--- src/rtl/core/tscs_pkg.sv ---
// Package for the timed servo cover sequencer: phase codes, action codes,
// register indexes, controller state types and the ramp request bundle.
// No dependencies.
package tscs_pkg;

    localparam int unsigned ELAPSED_W = 17;
    localparam int unsigned DUR_W     = 16;
    localparam int unsigned ANGLE_W   = 8;
    localparam int unsigned PROD_W    = DUR_W + ANGLE_W;
    localparam int unsigned CFG_IDX_W = 3;
    localparam int unsigned CFG_DAT_W = 16;

    typedef enum logic [2:0] {
        PH_CLOSED      = 3'd0,
        PH_OPENING     = 3'd1,
        PH_HOLD_OPEN   = 3'd2,
        PH_OPENED      = 3'd3,
        PH_CLOSING     = 3'd4,
        PH_HOLD_CLOSED = 3'd5
    } phase_t;

    typedef enum logic [1:0] {
        ACT_TICK  = 2'd0,
        ACT_OPEN  = 2'd1,
        ACT_CLOSE = 2'd2,
        ACT_SPARE = 2'd3
    } action_t;

    typedef enum logic [2:0] {
        REG_OPENING_MS       = 3'd0,
        REG_HOLD_OPEN_MS     = 3'd1,
        REG_CLOSING_MS       = 3'd2,
        REG_HOLD_CLOSED_MS   = 3'd3,
        REG_FIRST_SERVO_MIN  = 3'd4,
        REG_FIRST_SERVO_MAX  = 3'd5,
        REG_SECOND_SERVO_MIN = 3'd6,
        REG_SECOND_SERVO_MAX = 3'd7
    } reg_index_t;

    typedef enum logic {
        ST_IDLE = 1'b0,
        ST_RAMP = 1'b1
    } ctl_state_t;

    typedef enum logic [1:0] {
        RS_IDLE = 2'd0,
        RS_MUL  = 2'd1,
        RS_DIV  = 2'd2,
        RS_DONE = 2'd3
    } ramp_state_t;

    typedef struct packed {
        logic [ANGLE_W-1:0] lo;
        logic [ANGLE_W-1:0] hi;
        logic [DUR_W-1:0]   t;
        logic [DUR_W-1:0]   d;
    } ramp_req_t;

    localparam logic [ELAPSED_W-1:0] ELAPSED_MAX = {ELAPSED_W{1'b1}};

endpackage

--- src/rtl/core/tscs_ramp.sv ---
// Bit-serial ramp angle unit: floor(lo + t*(hi-lo)/d) with 0 <= t <= d.
// Shift-add multiply, one diff bit per cycle, then restoring divide, one
// quotient bit per cycle. Depends on tscs_pkg.
module tscs_ramp (
    input  logic                         aclk,
    input  logic                         aresetn,
    input  logic                         start,
    input  tscs_pkg::ramp_req_t          req,
    output logic                         done,
    output logic [tscs_pkg::ANGLE_W-1:0] angle
);

    tscs_pkg::ramp_state_t rs_state_reg, rs_state_next;
    logic [2:0]                          cnt_reg, cnt_next;
    logic [tscs_pkg::ANGLE_W-1:0]        diff_reg, diff_next;
    logic [tscs_pkg::ANGLE_W-1:0]        lo_reg, lo_next;
    logic                                down_reg, down_next;
    logic [tscs_pkg::DUR_W-1:0]          t_reg, t_next;
    logic [tscs_pkg::DUR_W-1:0]          d_reg, d_next;
    logic [tscs_pkg::PROD_W-1:0]         acc_reg, acc_next;
    logic [tscs_pkg::DUR_W-1:0]          rem_reg, rem_next;

    logic [tscs_pkg::PROD_W-1:0]         acc_mul;
    logic [tscs_pkg::DUR_W:0]            trial;
    logic [tscs_pkg::DUR_W:0]            trial_sub;
    logic                                q_bit;
    logic [tscs_pkg::ANGLE_W-1:0]        round_up;

    // One multiply step: shift and add t when the diff's top bit is set.
    assign acc_mul = {acc_reg[tscs_pkg::PROD_W-2:0], 1'b0}
                   + (diff_reg[tscs_pkg::ANGLE_W-1]
                      ? {{tscs_pkg::ANGLE_W{1'b0}}, t_reg}
                      : {tscs_pkg::PROD_W{1'b0}});

    // One divide step: bring down the next numerator bit and try d.
    assign trial     = {rem_reg, acc_reg[tscs_pkg::ANGLE_W-1]};
    assign trial_sub = trial - {1'b0, d_reg};
    assign q_bit     = (trial >= {1'b0, d_reg});

    always_comb begin
        rs_state_next = rs_state_reg;
        cnt_next      = cnt_reg;
        diff_next     = diff_reg;
        lo_next       = lo_reg;
        down_next     = down_reg;
        t_next        = t_reg;
        d_next        = d_reg;
        acc_next      = acc_reg;
        rem_next      = rem_reg;
        case (rs_state_reg)
            tscs_pkg::RS_IDLE: begin
                if (start) begin
                    lo_next   = req.lo;
                    down_next = (req.hi < req.lo);
                    diff_next = (req.hi < req.lo) ? (req.lo - req.hi) : (req.hi - req.lo);
                    t_next    = req.t;
                    d_next    = req.d;
                    acc_next  = '0;
                    cnt_next  = '0;
                    rs_state_next = tscs_pkg::RS_MUL;
                end
            end
            tscs_pkg::RS_MUL: begin
                acc_next  = acc_mul;
                diff_next = {diff_reg[tscs_pkg::ANGLE_W-2:0], 1'b0};
                cnt_next  = cnt_reg + 3'd1;
                if (cnt_reg == 3'd7) begin
                    // Upper part of the product is below d, since t <= d.
                    rem_next = acc_mul[tscs_pkg::PROD_W-1:tscs_pkg::ANGLE_W];
                    cnt_next = '0;
                    rs_state_next = tscs_pkg::RS_DIV;
                end
            end
            tscs_pkg::RS_DIV: begin
                rem_next = q_bit ? trial_sub[tscs_pkg::DUR_W-1:0]
                                 : trial[tscs_pkg::DUR_W-1:0];
                acc_next[tscs_pkg::ANGLE_W-1:0] =
                    {acc_reg[tscs_pkg::ANGLE_W-2:0], q_bit};
                cnt_next = cnt_reg + 3'd1;
                if (cnt_reg == 3'd7) begin
                    rs_state_next = tscs_pkg::RS_DONE;
                end
            end
            tscs_pkg::RS_DONE: begin
                rs_state_next = tscs_pkg::RS_IDLE;
            end
            default: begin
                rs_state_next = tscs_pkg::RS_IDLE;
            end
        endcase
    end

    always_ff @(posedge aclk) begin
        if (!aresetn) begin
            rs_state_reg <= tscs_pkg::RS_IDLE;
            cnt_reg      <= '0;
        end else begin
            rs_state_reg <= rs_state_next;
            cnt_reg      <= cnt_next;
        end
        diff_reg <= diff_next;
        lo_reg   <= lo_next;
        down_reg <= down_next;
        t_reg    <= t_next;
        d_reg    <= d_next;
        acc_reg  <= acc_next;
        rem_reg  <= rem_next;
    end

    // Downward ramps take the ceiling of the magnitude so the angle floors.
    assign round_up = acc_reg[tscs_pkg::ANGLE_W-1:0]
                    + {{(tscs_pkg::ANGLE_W-1){1'b0}}, (rem_reg != '0)};
    assign done  = (rs_state_reg == tscs_pkg::RS_DONE);
    assign angle = down_reg ? (lo_reg - round_up)
                            : (lo_reg + acc_reg[tscs_pkg::ANGLE_W-1:0]);

endmodule

--- src/rtl/core/timed_servo_cover_sequencer.sv ---
// Top level of the timed servo cover sequencer: phase controller, elapsed
// timer, configuration registers and output register.
// Depends on tscs_pkg and tscs_ramp.
//
// The block steps a cover through six phases (closed, opening, holding open,
// opened, closing, holding closed) and produces one result word for every
// input word. A tick word adds ms_step to the elapsed time, saturating at
// 131071; an open or close command restarts the elapsed time, sets or clears
// the LED and enters a ramp. During a ramp each servo angle is
// floor(min + t*(max-min)/d), with t the elapsed time when opening and
// d minus elapsed when closing; a duration register of zero acts as one.
// Hold phases write the end angles and detach the servos when they expire.
// Timing: a word that needs no ramp angle is accepted and its result is
// registered at the same edge, so such words flow at one per cycle while
// the sink takes each result. A word that lands inside a ramp gets its
// result once two bit-serial ramp units, one per servo, have run side by
// side through 8 shift-add multiply steps, 8 restoring divide steps and a
// finish state. A new word is taken whenever the controller is idle and
// the result register is empty or being emptied in the same cycle.
// Configuration writes are accepted in every cycle (cfg_ready is tied high)
// and should only be issued while the block holds no word in flight.
module timed_servo_cover_sequencer (
    input  logic                           aclk,
    input  logic                           aresetn,
    // input words
    input  logic                           s_valid,
    output logic                           s_ready,
    input  logic [1:0]                     s_action,
    input  logic [7:0]                     s_ms_step,
    // result words
    output logic                           m_valid,
    input  logic                           m_ready,
    output logic [7:0]                     m_first_angle,
    output logic [7:0]                     m_second_angle,
    output logic                           m_angle_valid,
    output logic                           m_drive_enabled,
    output logic [2:0]                     m_phase_now,
    output logic                           m_led_on,
    // configuration writes
    input  logic                           cfg_valid,
    output logic                           cfg_ready,
    input  logic [tscs_pkg::CFG_IDX_W-1:0] cfg_index,
    input  logic [tscs_pkg::CFG_DAT_W-1:0] cfg_data
);

    // ------------------------------------------------------------------
    // Configuration registers
    // ------------------------------------------------------------------
    logic [15:0] opening_ms_reg, opening_ms_next;
    logic [15:0] hold_open_ms_reg, hold_open_ms_next;
    logic [15:0] closing_ms_reg, closing_ms_next;
    logic [15:0] hold_closed_ms_reg, hold_closed_ms_next;
    logic [7:0]  first_min_reg, first_min_next;
    logic [7:0]  first_max_reg, first_max_next;
    logic [7:0]  second_min_reg, second_min_next;
    logic [7:0]  second_max_reg, second_max_next;

    logic cfg_write;

    assign cfg_ready = 1'b1;
    assign cfg_write = cfg_valid && cfg_ready;

    always_comb begin
        opening_ms_next     = opening_ms_reg;
        hold_open_ms_next   = hold_open_ms_reg;
        closing_ms_next     = closing_ms_reg;
        hold_closed_ms_next = hold_closed_ms_reg;
        first_min_next      = first_min_reg;
        first_max_next      = first_max_reg;
        second_min_next     = second_min_reg;
        second_max_next     = second_max_reg;
        if (cfg_write) begin
            case (tscs_pkg::reg_index_t'(cfg_index))
                tscs_pkg::REG_OPENING_MS:       opening_ms_next     = cfg_data;
                tscs_pkg::REG_HOLD_OPEN_MS:     hold_open_ms_next   = cfg_data;
                tscs_pkg::REG_CLOSING_MS:       closing_ms_next     = cfg_data;
                tscs_pkg::REG_HOLD_CLOSED_MS:   hold_closed_ms_next = cfg_data;
                tscs_pkg::REG_FIRST_SERVO_MIN:  first_min_next      = cfg_data[7:0];
                tscs_pkg::REG_FIRST_SERVO_MAX:  first_max_next      = cfg_data[7:0];
                tscs_pkg::REG_SECOND_SERVO_MIN: second_min_next     = cfg_data[7:0];
                tscs_pkg::REG_SECOND_SERVO_MAX: second_max_next     = cfg_data[7:0];
                default: begin
                end
            endcase
        end
    end

    always_ff @(posedge aclk) begin
        if (!aresetn) begin
            opening_ms_reg     <= 16'd1000;
            hold_open_ms_reg   <= 16'd500;
            closing_ms_reg     <= 16'd1000;
            hold_closed_ms_reg <= 16'd500;
            first_min_reg      <= 8'd0;
            first_max_reg      <= 8'd180;
            second_min_reg     <= 8'd0;
            second_max_reg     <= 8'd180;
        end else begin
            opening_ms_reg     <= opening_ms_next;
            hold_open_ms_reg   <= hold_open_ms_next;
            closing_ms_reg     <= closing_ms_next;
            hold_closed_ms_reg <= hold_closed_ms_next;
            first_min_reg      <= first_min_next;
            first_max_reg      <= first_max_next;
            second_min_reg     <= second_min_next;
            second_max_reg     <= second_max_next;
        end
    end

    // ------------------------------------------------------------------
    // Sequencer state and controller
    // ------------------------------------------------------------------
    tscs_pkg::phase_t                phase_reg, phase_next;
    logic [tscs_pkg::ELAPSED_W-1:0]  elapsed_reg, elapsed_next;
    logic                            attached_reg, attached_next;
    logic                            led_reg, led_next;
    tscs_pkg::ctl_state_t            ctl_state_reg, ctl_state_next;

    logic                            in_take;
    logic                            ramp_start;
    logic                            ramp_done_a, ramp_done_b;
    logic [7:0]                      ramp_angle_a, ramp_angle_b;
    tscs_pkg::ramp_req_t             req_a, req_b;

    // Evaluation of the accepted word, all combinational from the state.
    tscs_pkg::action_t               act;
    tscs_pkg::phase_t                ph_cmd;
    logic [tscs_pkg::ELAPSED_W:0]    el_sum;
    logic [tscs_pkg::ELAPSED_W-1:0]  el_cur;
    logic                            led_cmd;
    logic [15:0]                     dur_raw;
    logic [15:0]                     dur;
    logic                            el_le, el_ge;
    logic [15:0]                     ramp_t;
    logic                            need_ramp;
    logic                            word_valid;
    logic [7:0]                      hold_a, hold_b;

    assign act    = tscs_pkg::action_t'(s_action);
    assign el_sum = {1'b0, elapsed_reg} + {{(tscs_pkg::ELAPSED_W-7){1'b0}}, s_ms_step};

    // Apply the command or advance the timer first.
    always_comb begin
        ph_cmd  = phase_reg;
        led_cmd = led_reg;
        el_cur  = el_sum[tscs_pkg::ELAPSED_W] ? tscs_pkg::ELAPSED_MAX
                                              : el_sum[tscs_pkg::ELAPSED_W-1:0];
        case (act)
            tscs_pkg::ACT_OPEN: begin
                ph_cmd  = tscs_pkg::PH_OPENING;
                led_cmd = 1'b1;
                el_cur  = '0;
            end
            tscs_pkg::ACT_CLOSE: begin
                ph_cmd  = tscs_pkg::PH_CLOSING;
                led_cmd = 1'b0;
                el_cur  = '0;
            end
            default: begin
            end
        endcase
    end

    // Duration of the phase now in force; zero acts as one.
    always_comb begin
        case (ph_cmd)
            tscs_pkg::PH_OPENING:     dur_raw = opening_ms_reg;
            tscs_pkg::PH_CLOSING:     dur_raw = closing_ms_reg;
            tscs_pkg::PH_HOLD_OPEN:   dur_raw = hold_open_ms_reg;
            tscs_pkg::PH_HOLD_CLOSED: dur_raw = hold_closed_ms_reg;
            default:                  dur_raw = 16'd1;
        endcase
    end

    assign dur    = (dur_raw == 16'd0) ? 16'd1 : dur_raw;
    assign el_le  = (el_cur <= {1'b0, dur});
    assign el_ge  = (el_cur >= {1'b0, dur});
    // Only used when el_le holds, so the difference fits in 16 bits.
    assign ramp_t = (ph_cmd == tscs_pkg::PH_OPENING) ? el_cur[15:0]
                                                     : (dur - el_cur[15:0]);

    // Phase rules: next phase, elapsed, attach and which angles to write.
    always_comb begin
        phase_next    = phase_reg;
        elapsed_next  = elapsed_reg;
        attached_next = attached_reg;
        led_next      = led_reg;
        need_ramp     = 1'b0;
        word_valid    = 1'b0;
        hold_a        = 8'd0;
        hold_b        = 8'd0;
        if (in_take) begin
            phase_next   = ph_cmd;
            elapsed_next = el_cur;
            led_next     = led_cmd;
            case (ph_cmd)
                tscs_pkg::PH_CLOSED,
                tscs_pkg::PH_OPENED: begin
                    attached_next = 1'b0;
                end
                tscs_pkg::PH_OPENING,
                tscs_pkg::PH_CLOSING: begin
                    if (el_le) begin
                        attached_next = 1'b1;
                        need_ramp     = 1'b1;
                        word_valid    = 1'b1;
                    end
                    if (el_ge) begin
                        phase_next   = (ph_cmd == tscs_pkg::PH_OPENING)
                                     ? tscs_pkg::PH_HOLD_OPEN : tscs_pkg::PH_HOLD_CLOSED;
                        elapsed_next = '0;
                    end
                end
                tscs_pkg::PH_HOLD_OPEN,
                tscs_pkg::PH_HOLD_CLOSED: begin
                    if (el_le) begin
                        attached_next = 1'b1;
                        word_valid    = 1'b1;
                        hold_a = (ph_cmd == tscs_pkg::PH_HOLD_OPEN) ? first_max_reg
                                                                    : first_min_reg;
                        hold_b = (ph_cmd == tscs_pkg::PH_HOLD_OPEN) ? second_max_reg
                                                                    : second_min_reg;
                    end
                    if (el_ge) begin
                        attached_next = 1'b0;
                        phase_next    = (ph_cmd == tscs_pkg::PH_HOLD_OPEN)
                                      ? tscs_pkg::PH_OPENED : tscs_pkg::PH_CLOSED;
                        elapsed_next  = '0;
                    end
                end
                default: begin
                    // Unused phase codes: leave the attach state as it is, write nothing.
                end
            endcase
        end
    end

    // Controller next state.
    always_comb begin
        ctl_state_next = ctl_state_reg;
        case (ctl_state_reg)
            tscs_pkg::ST_IDLE: begin
                if (in_take && need_ramp) begin
                    ctl_state_next = tscs_pkg::ST_RAMP;
                end
            end
            tscs_pkg::ST_RAMP: begin
                if (ramp_done_a) begin
                    ctl_state_next = tscs_pkg::ST_IDLE;
                end
            end
            default: begin
                ctl_state_next = tscs_pkg::ST_IDLE;
            end
        endcase
    end

    // Controller outputs: take a word only when idle and the result slot
    // is free by the end of this cycle.
    always_comb begin
        s_ready    = 1'b0;
        ramp_start = 1'b0;
        case (ctl_state_reg)
            tscs_pkg::ST_IDLE: begin
                s_ready    = !m_valid || m_ready;
                ramp_start = in_take && need_ramp;
            end
            tscs_pkg::ST_RAMP: begin
                s_ready = 1'b0;
            end
            default: begin
                s_ready = 1'b0;
            end
        endcase
    end

    assign in_take = s_valid && s_ready;

    always_ff @(posedge aclk) begin
        if (!aresetn) begin
            phase_reg     <= tscs_pkg::PH_CLOSED;
            elapsed_reg   <= '0;
            attached_reg  <= 1'b1;
            led_reg       <= 1'b0;
            ctl_state_reg <= tscs_pkg::ST_IDLE;
        end else begin
            phase_reg     <= phase_next;
            elapsed_reg   <= elapsed_next;
            attached_reg  <= attached_next;
            led_reg       <= led_next;
            ctl_state_reg <= ctl_state_next;
        end
    end

    // ------------------------------------------------------------------
    // Ramp units, one per servo, started together
    // ------------------------------------------------------------------
    assign req_a = '{lo: first_min_reg,  hi: first_max_reg,  t: ramp_t, d: dur};
    assign req_b = '{lo: second_min_reg, hi: second_max_reg, t: ramp_t, d: dur};

    tscs_ramp u_ramp_a (
        .aclk    (aclk),
        .aresetn (aresetn),
        .start   (ramp_start),
        .req     (req_a),
        .done    (ramp_done_a),
        .angle   (ramp_angle_a)
    );

    tscs_ramp u_ramp_b (
        .aclk    (aclk),
        .aresetn (aresetn),
        .start   (ramp_start),
        .req     (req_b),
        .done    (ramp_done_b),
        .angle   (ramp_angle_b)
    );

    // ------------------------------------------------------------------
    // Result register
    // ------------------------------------------------------------------
    logic       m_valid_reg, m_valid_next;
    logic [7:0] first_angle_reg, first_angle_next;
    logic [7:0] second_angle_reg, second_angle_next;
    logic       angle_valid_reg, angle_valid_next;
    logic       drive_reg, drive_next;
    logic [2:0] phase_out_reg, phase_out_next;
    logic       led_out_reg, led_out_next;

    always_comb begin
        m_valid_next      = m_valid_reg;
        first_angle_next  = first_angle_reg;
        second_angle_next = second_angle_reg;
        angle_valid_next  = angle_valid_reg;
        drive_next        = drive_reg;
        phase_out_next    = phase_out_reg;
        led_out_next      = led_out_reg;
        // Drop the word once the sink takes it.
        if (m_valid_reg && m_ready) begin
            m_valid_next = 1'b0;
        end
        // Capture status on acceptance; a ramp word fills its angles later.
        if (in_take) begin
            first_angle_next  = hold_a;
            second_angle_next = hold_b;
            angle_valid_next  = word_valid;
            drive_next        = attached_next;
            phase_out_next    = phase_next;
            led_out_next      = led_next;
            if (!need_ramp) begin
                m_valid_next = 1'b1;
            end
        end
        if (ctl_state_reg == tscs_pkg::ST_RAMP && ramp_done_a) begin
            first_angle_next  = ramp_angle_a;
            second_angle_next = ramp_angle_b;
            m_valid_next      = 1'b1;
        end
    end

    always_ff @(posedge aclk) begin
        if (!aresetn) begin
            m_valid_reg <= 1'b0;
        end else begin
            m_valid_reg <= m_valid_next;
        end
        first_angle_reg  <= first_angle_next;
        second_angle_reg <= second_angle_next;
        angle_valid_reg  <= angle_valid_next;
        drive_reg        <= drive_next;
        phase_out_reg    <= phase_out_next;
        led_out_reg      <= led_out_next;
    end

    assign m_valid         = m_valid_reg;
    assign m_first_angle   = first_angle_reg;
    assign m_second_angle  = second_angle_reg;
    assign m_angle_valid   = angle_valid_reg;
    assign m_drive_enabled = drive_reg;
    assign m_phase_now     = phase_out_reg;
    assign m_led_on        = led_out_reg;

    // ------------------------------------------------------------------
    // Assertions
    // ------------------------------------------------------------------
    // Both ramp units start together and must finish together.
    a_ramp_lockstep: assert property (@(posedge aclk) disable iff (!aresetn)
        ramp_done_a == ramp_done_b)
        else $error("ramp units out of step");

    // A ramp result only arrives while the controller waits for it.
    a_done_in_ramp: assert property (@(posedge aclk) disable iff (!aresetn)
        ramp_done_a |-> ctl_state_reg == tscs_pkg::ST_RAMP)
        else $error("ramp finished outside ramp state");

    // The result slot stays empty while a ramp word is being computed.
    a_slot_free_in_ramp: assert property (@(posedge aclk) disable iff (!aresetn)
        ctl_state_reg == tscs_pkg::ST_RAMP |-> !m_valid_reg)
        else $error("result pending during ramp");

    // Unwritten angles read as zero.
    a_angles_zero: assert property (@(posedge aclk) disable iff (!aresetn)
        (m_valid_reg && !angle_valid_reg) |->
            (first_angle_reg == 8'd0 && second_angle_reg == 8'd0))
        else $error("angles nonzero without write");

endmodule
--- config.mk ---
export PLATFORM = sky130hd
export DESIGN_NAME = timed_servo_cover_sequencer
export DESIGN_NICKNAME = d
export VERILOG_FILES = /design/src/rtl/core/tscs_pkg.sv /design/src/rtl/core/tscs_ramp.sv /design/src/rtl/core/timed_servo_cover_sequencer.sv
export SDC_FILE = /design/constraint.sdc
export NUM_CORES = 1
export LEC_CHECK = 0
export ABC_AREA = 1
export BUFFER_PORTS_ARGS = -buffer_cell sky130_fd_sc_hd__buf_2
export CAP_MARGIN = 40
export CELL_PAD_IN_SITES_DETAIL_PLACEMENT = 2
export CELL_PAD_IN_SITES_GLOBAL_PLACEMENT = 2
export CORE_MARGIN = 5
export CORE_UTILIZATION = 39
export CTS_CLUSTER_DIAMETER = 80
export DETAILED_ROUTE_END_ITERATION = 10
export GPL_TIMING_DRIVEN = 0
export HOLD_SLACK_MARGIN = 0.02
export PLACE_DENSITY = 0.8
export SKIP_CTS_REPAIR_TIMING = 1
export SLEW_MARGIN = 25
export SYNTH_ARGS = -nofsm -noshare
export SYNTH_HDL_FRONTEND = slang
export SYNTH_SLANG_ARGS = --single-unit
--- constraint.sdc ---
create_clock -name aclk -period 6.5 [get_ports aclk]
set_input_delay 0.65 -clock aclk [delete_from_list [all_inputs] [get_ports aclk]]
set_output_delay 0.65 -clock aclk [all_outputs]
set_load 0.05 [all_outputs]
==> impl_metrics.env <==
export IMPL_worst_hold_slack_ns=0.3808
export IMPL_drt_iter0_drc=914
export IMPL_ctsLongestPathBuffers=3
export IMPL_die_h_um=242.3
export IMPL_power_density_mw_per_mm2=394.6
export IMPL_utilization_pct=44.42
export IMPL_ir_drop_mv=0.2373
export IMPL_clock_latency_ns=0.58
export IMPL_tightest_slew_ns=1.081
export IMPL_status="complete, no violations"
export IMPL_dr_pass1_iters=4
export IMPL_pre_cts_ws_ns=-0.2518
export IMPL_mappedNetlistNets=2851
export IMPL_dp_hpwl_um=61550
export IMPL_syn_avg_cell_area_um2=8.046
export IMPL_max_cap_viol_count=0
export IMPL_fin_ws_ns=0.5051
export IMPL_cts_sinks=328
export IMPL_cpMostUsedCell="o21ai_0"
export IMPL_crit_buf_inv=7
export IMPL_grt_pass1_vias=21067
export IMPL_max_freq_mhz=166.8
export IMPL_htreeDepth=2
export IMPL_netlist_area_mm2=0.02104
export IMPL_synth_commonest_cells="nand2_1, inv_1, a21oi_1, o21ai_0, edfxtp_1"
export IMPL_wire_per_inst_um=22.66
export IMPL_clock_skew_ns=0.03180
export IMPL_area_growth_pct=13.15
export IMPL_routed_wl_um=78250
export IMPL_overflow=0
export IMPL_core_area_mm2=0.05360
export IMPL_start_util_pct=39.26
export IMPL_setup_viol=0
export IMPL_yosysSeqAreaShare_pct=40.63
export IMPL_grt_first_pass_wirelength_um=120500
export IMPL_switching_power_mw=3.963
export IMPL_synthMuxAreaShare_pct=0
export IMPL_diodes=0
export IMPL_synth_top_family_by_area="simple AND/OR/NAND/NOR gates"
export IMPL_antenna_found_initial=1
export IMPL_criticalPathCategory="in -> reg"
export IMPL_synthTopCellsByArea="edfxtp_1, dfxtp_1, ha_1"
export IMPL_crit_path_top_delay_cell="nand4_1"
export IMPL_drc=0
export IMPL_globalRouteTotalUtil_pct=25.82
export IMPL_async_reset_ff_share_pct=0
export IMPL_synth_xor_area_share_pct=3.413
export IMPL_synth_adder_area_share_pct=12.58
export IMPL_nets=2959
export IMPL_crit_family="compound AO/OA/AOI/OAI gates"
export IMPL_critPathMaxFanout=10
export IMPL_internal_power_mw=5.432
export IMPL_portBuffers=55
export IMPL_max_slew_margin_rel_pct=27.96
export IMPL_gp_congestion=0.8555
export IMPL_vias=18931
export IMPL_finalCriticalPeriod_ns=5.995
export IMPL_crit_path_start_kind="primary input"
export IMPL_min_path_type="in -> reg"
export IMPL_grt_start_max_net_pins=26
export IMPL_io_pins=59
export IMPL_cts_buffers=43
export IMPL_synth_flop_cell="edfxtp_1"
export IMPL_yosysTopAreaCellShare_pct=28.26
export IMPL_required_ns=6.79
export IMPL_yosysMostFrequentCell="nand2_1"
export IMPL_synth_compound_area_share_pct=16.54
export IMPL_tritoncts="done"
export IMPL_path_clk_slew_ns=0.07
export IMPL_hold_viol_final=0
export IMPL_ys_types=56
export IMPL_sw_frac_of_total_pct=42.18
export IMPL_via_per_inst=5.482
export IMPL_synth_simple_gate_area_share_pct=18.66
export IMPL_synth_cells=2615
export IMPL_power_frac_comb_pct=41.2
export IMPL_max_stage_delay_ns=0.61
export IMPL_post_route_period_util_pct=92.23
export IMPL_synth_warnings=0
export IMPL_synth_edf_count=198
export IMPL_synth_seq_cells=328
export IMPL_final_max_slew_viol_count=0
export IMPL_power_frac_seq_pct=32.5
export IMPL_root_buffer="clkbuf_16"
export IMPL_drive_gt1_share_pct=7.544
export IMPL_p_leak_nw=10.61
export IMPL_ant_nets=0
export IMPL_worstPathArrival_ns=6.29
export IMPL_clock_power_share_pct=26.3
export IMPL_dieArea_mm2=0.05870
export IMPL_synth_top_area_cell="edfxtp_1"
export IMPL_placementRows=85
export IMPL_end_kind="flop"
export IMPL_grt_setup_unrepaired="false"
export IMPL_die_w_um=242.3
cell usage in the layout (no fill, tap or decap), drive strengths merged, types with 5 or more instances in the layout:
cell type	Yosys	layout
fa	16	16
ha	186	186
nor3	17	17
nand4	20	20
nor4	9	9
dfxtp	130	130
o211ai	41	41
nand2	572	572
o21bai	5	5
a211oi	6	6
xnor2	35	35
inv	364	368
o21a	7	7
o21ai	239	239
a21oi	249	249
a21boi	10	10
clkinv	2	15
or2	23	23
nand3	100	100
buf	20	82
clkbuf	60	115
a21o	9	9
nand3b	11	11
xor2	47	47
a31oi	9	9
edfxtp	198	198
a221oi	15	15
o22ai	19	19
nor2	179	179
power groups by stage:
| stage | Sequential, mW | Clock (mW) | Combinational [mW] |
|---|---|---|---|
| 2_1_floorplan | 3.02 | 0 | 2.52 |
| 3_3_place_gp | 3.07 | 0 | 3.50 |
| 3_5_place_dp | 3.09 | 0 | 3.81 |
| 4_1_cts | 3.05 | 2.51 | 3.87 |
| 5_1_grt | 3.08 | 2.60 | 4.28 |
| 6_report | 3.05 | 2.47 | 3.87 |
cells by family (layout without fill, tap and decap cells):
logic type,count (synthesis),in the layout
xor+xnor,82,82
simple gates,936,936
compound gates,620,620
flops,328,328
other cells,1,1
buf+inv,446,588
fa+ha+maj,202,202
metal layers:
layer / share of wire [%] / GRT usage (%)
met5: 0 / 0
met2: 51 / 47.70
met3: 2.8 / 2.846
met4: 2.7 / 7.033
met1: 43 / 31.95
worst register-to-register path, cell delays in order, from the launching register on:
cell	delay [ns]
dfxtp_1	0.36
nand2_1	0.08
o21ai_2	0.13
inv_2	0.11
nand3_4	0.15
inv_4	0.10
buf_6	0.17
nand2_1	0.07
nand4_1	0.61
inv_1	0.33
nand4_1	0.12
nor2_1	0.14
nand2_1	0.07
nand2_2	0.19
inv_2	0.05
ha_1	0.22
fa_1	0.41
o21ai_0	0.44
a21oi_1	0.23
o21ai_0	0.35
a21boi_0	0.19
o21ai_0	0.25
xnor2_1	0.11
o21ai_1	0.47
through the flow:
step	TNS [ns]	power, mW	instance area, um^2	instances
6_report	0	9.394	23810	3453
5_1_grt	0	9.955	23810	3453
2_1_floorplan	0	5.545	21040	2615
3_3_place_gp	-127.24	6.576	22190	3366
3_5_place_dp	-0.5028	6.903	22340	3373
4_1_cts	0	9.437	23790	3452
cell type report:
type                    instances  area [um^2]
well taps                     696        870.8
fillers                      6112        29790
multi-input cells            1841        10810
flip-flops and latches        328         8548
inverters                     366         1376
clock buffers                  55         1225
clock inverters                24        224.0
plain buffers                  80        342.8
repair buffers                 63        414.1
final timing paths:
path	startpoint	end	slack [ns]	cells after the start
max	s_action[0]	u_ramp_b.t_reg[14]	0.51	25
min	cfg_data[13]	opening_ms_reg[13]	0.38	3
max reg2reg	phase_reg[2]	u_ramp_b.t_reg[14]	0.85	23
min reg2reg	first_min_reg[7]	u_ramp_a.lo_reg[7]	0.45	0
(Power assumes the default switching activity.)
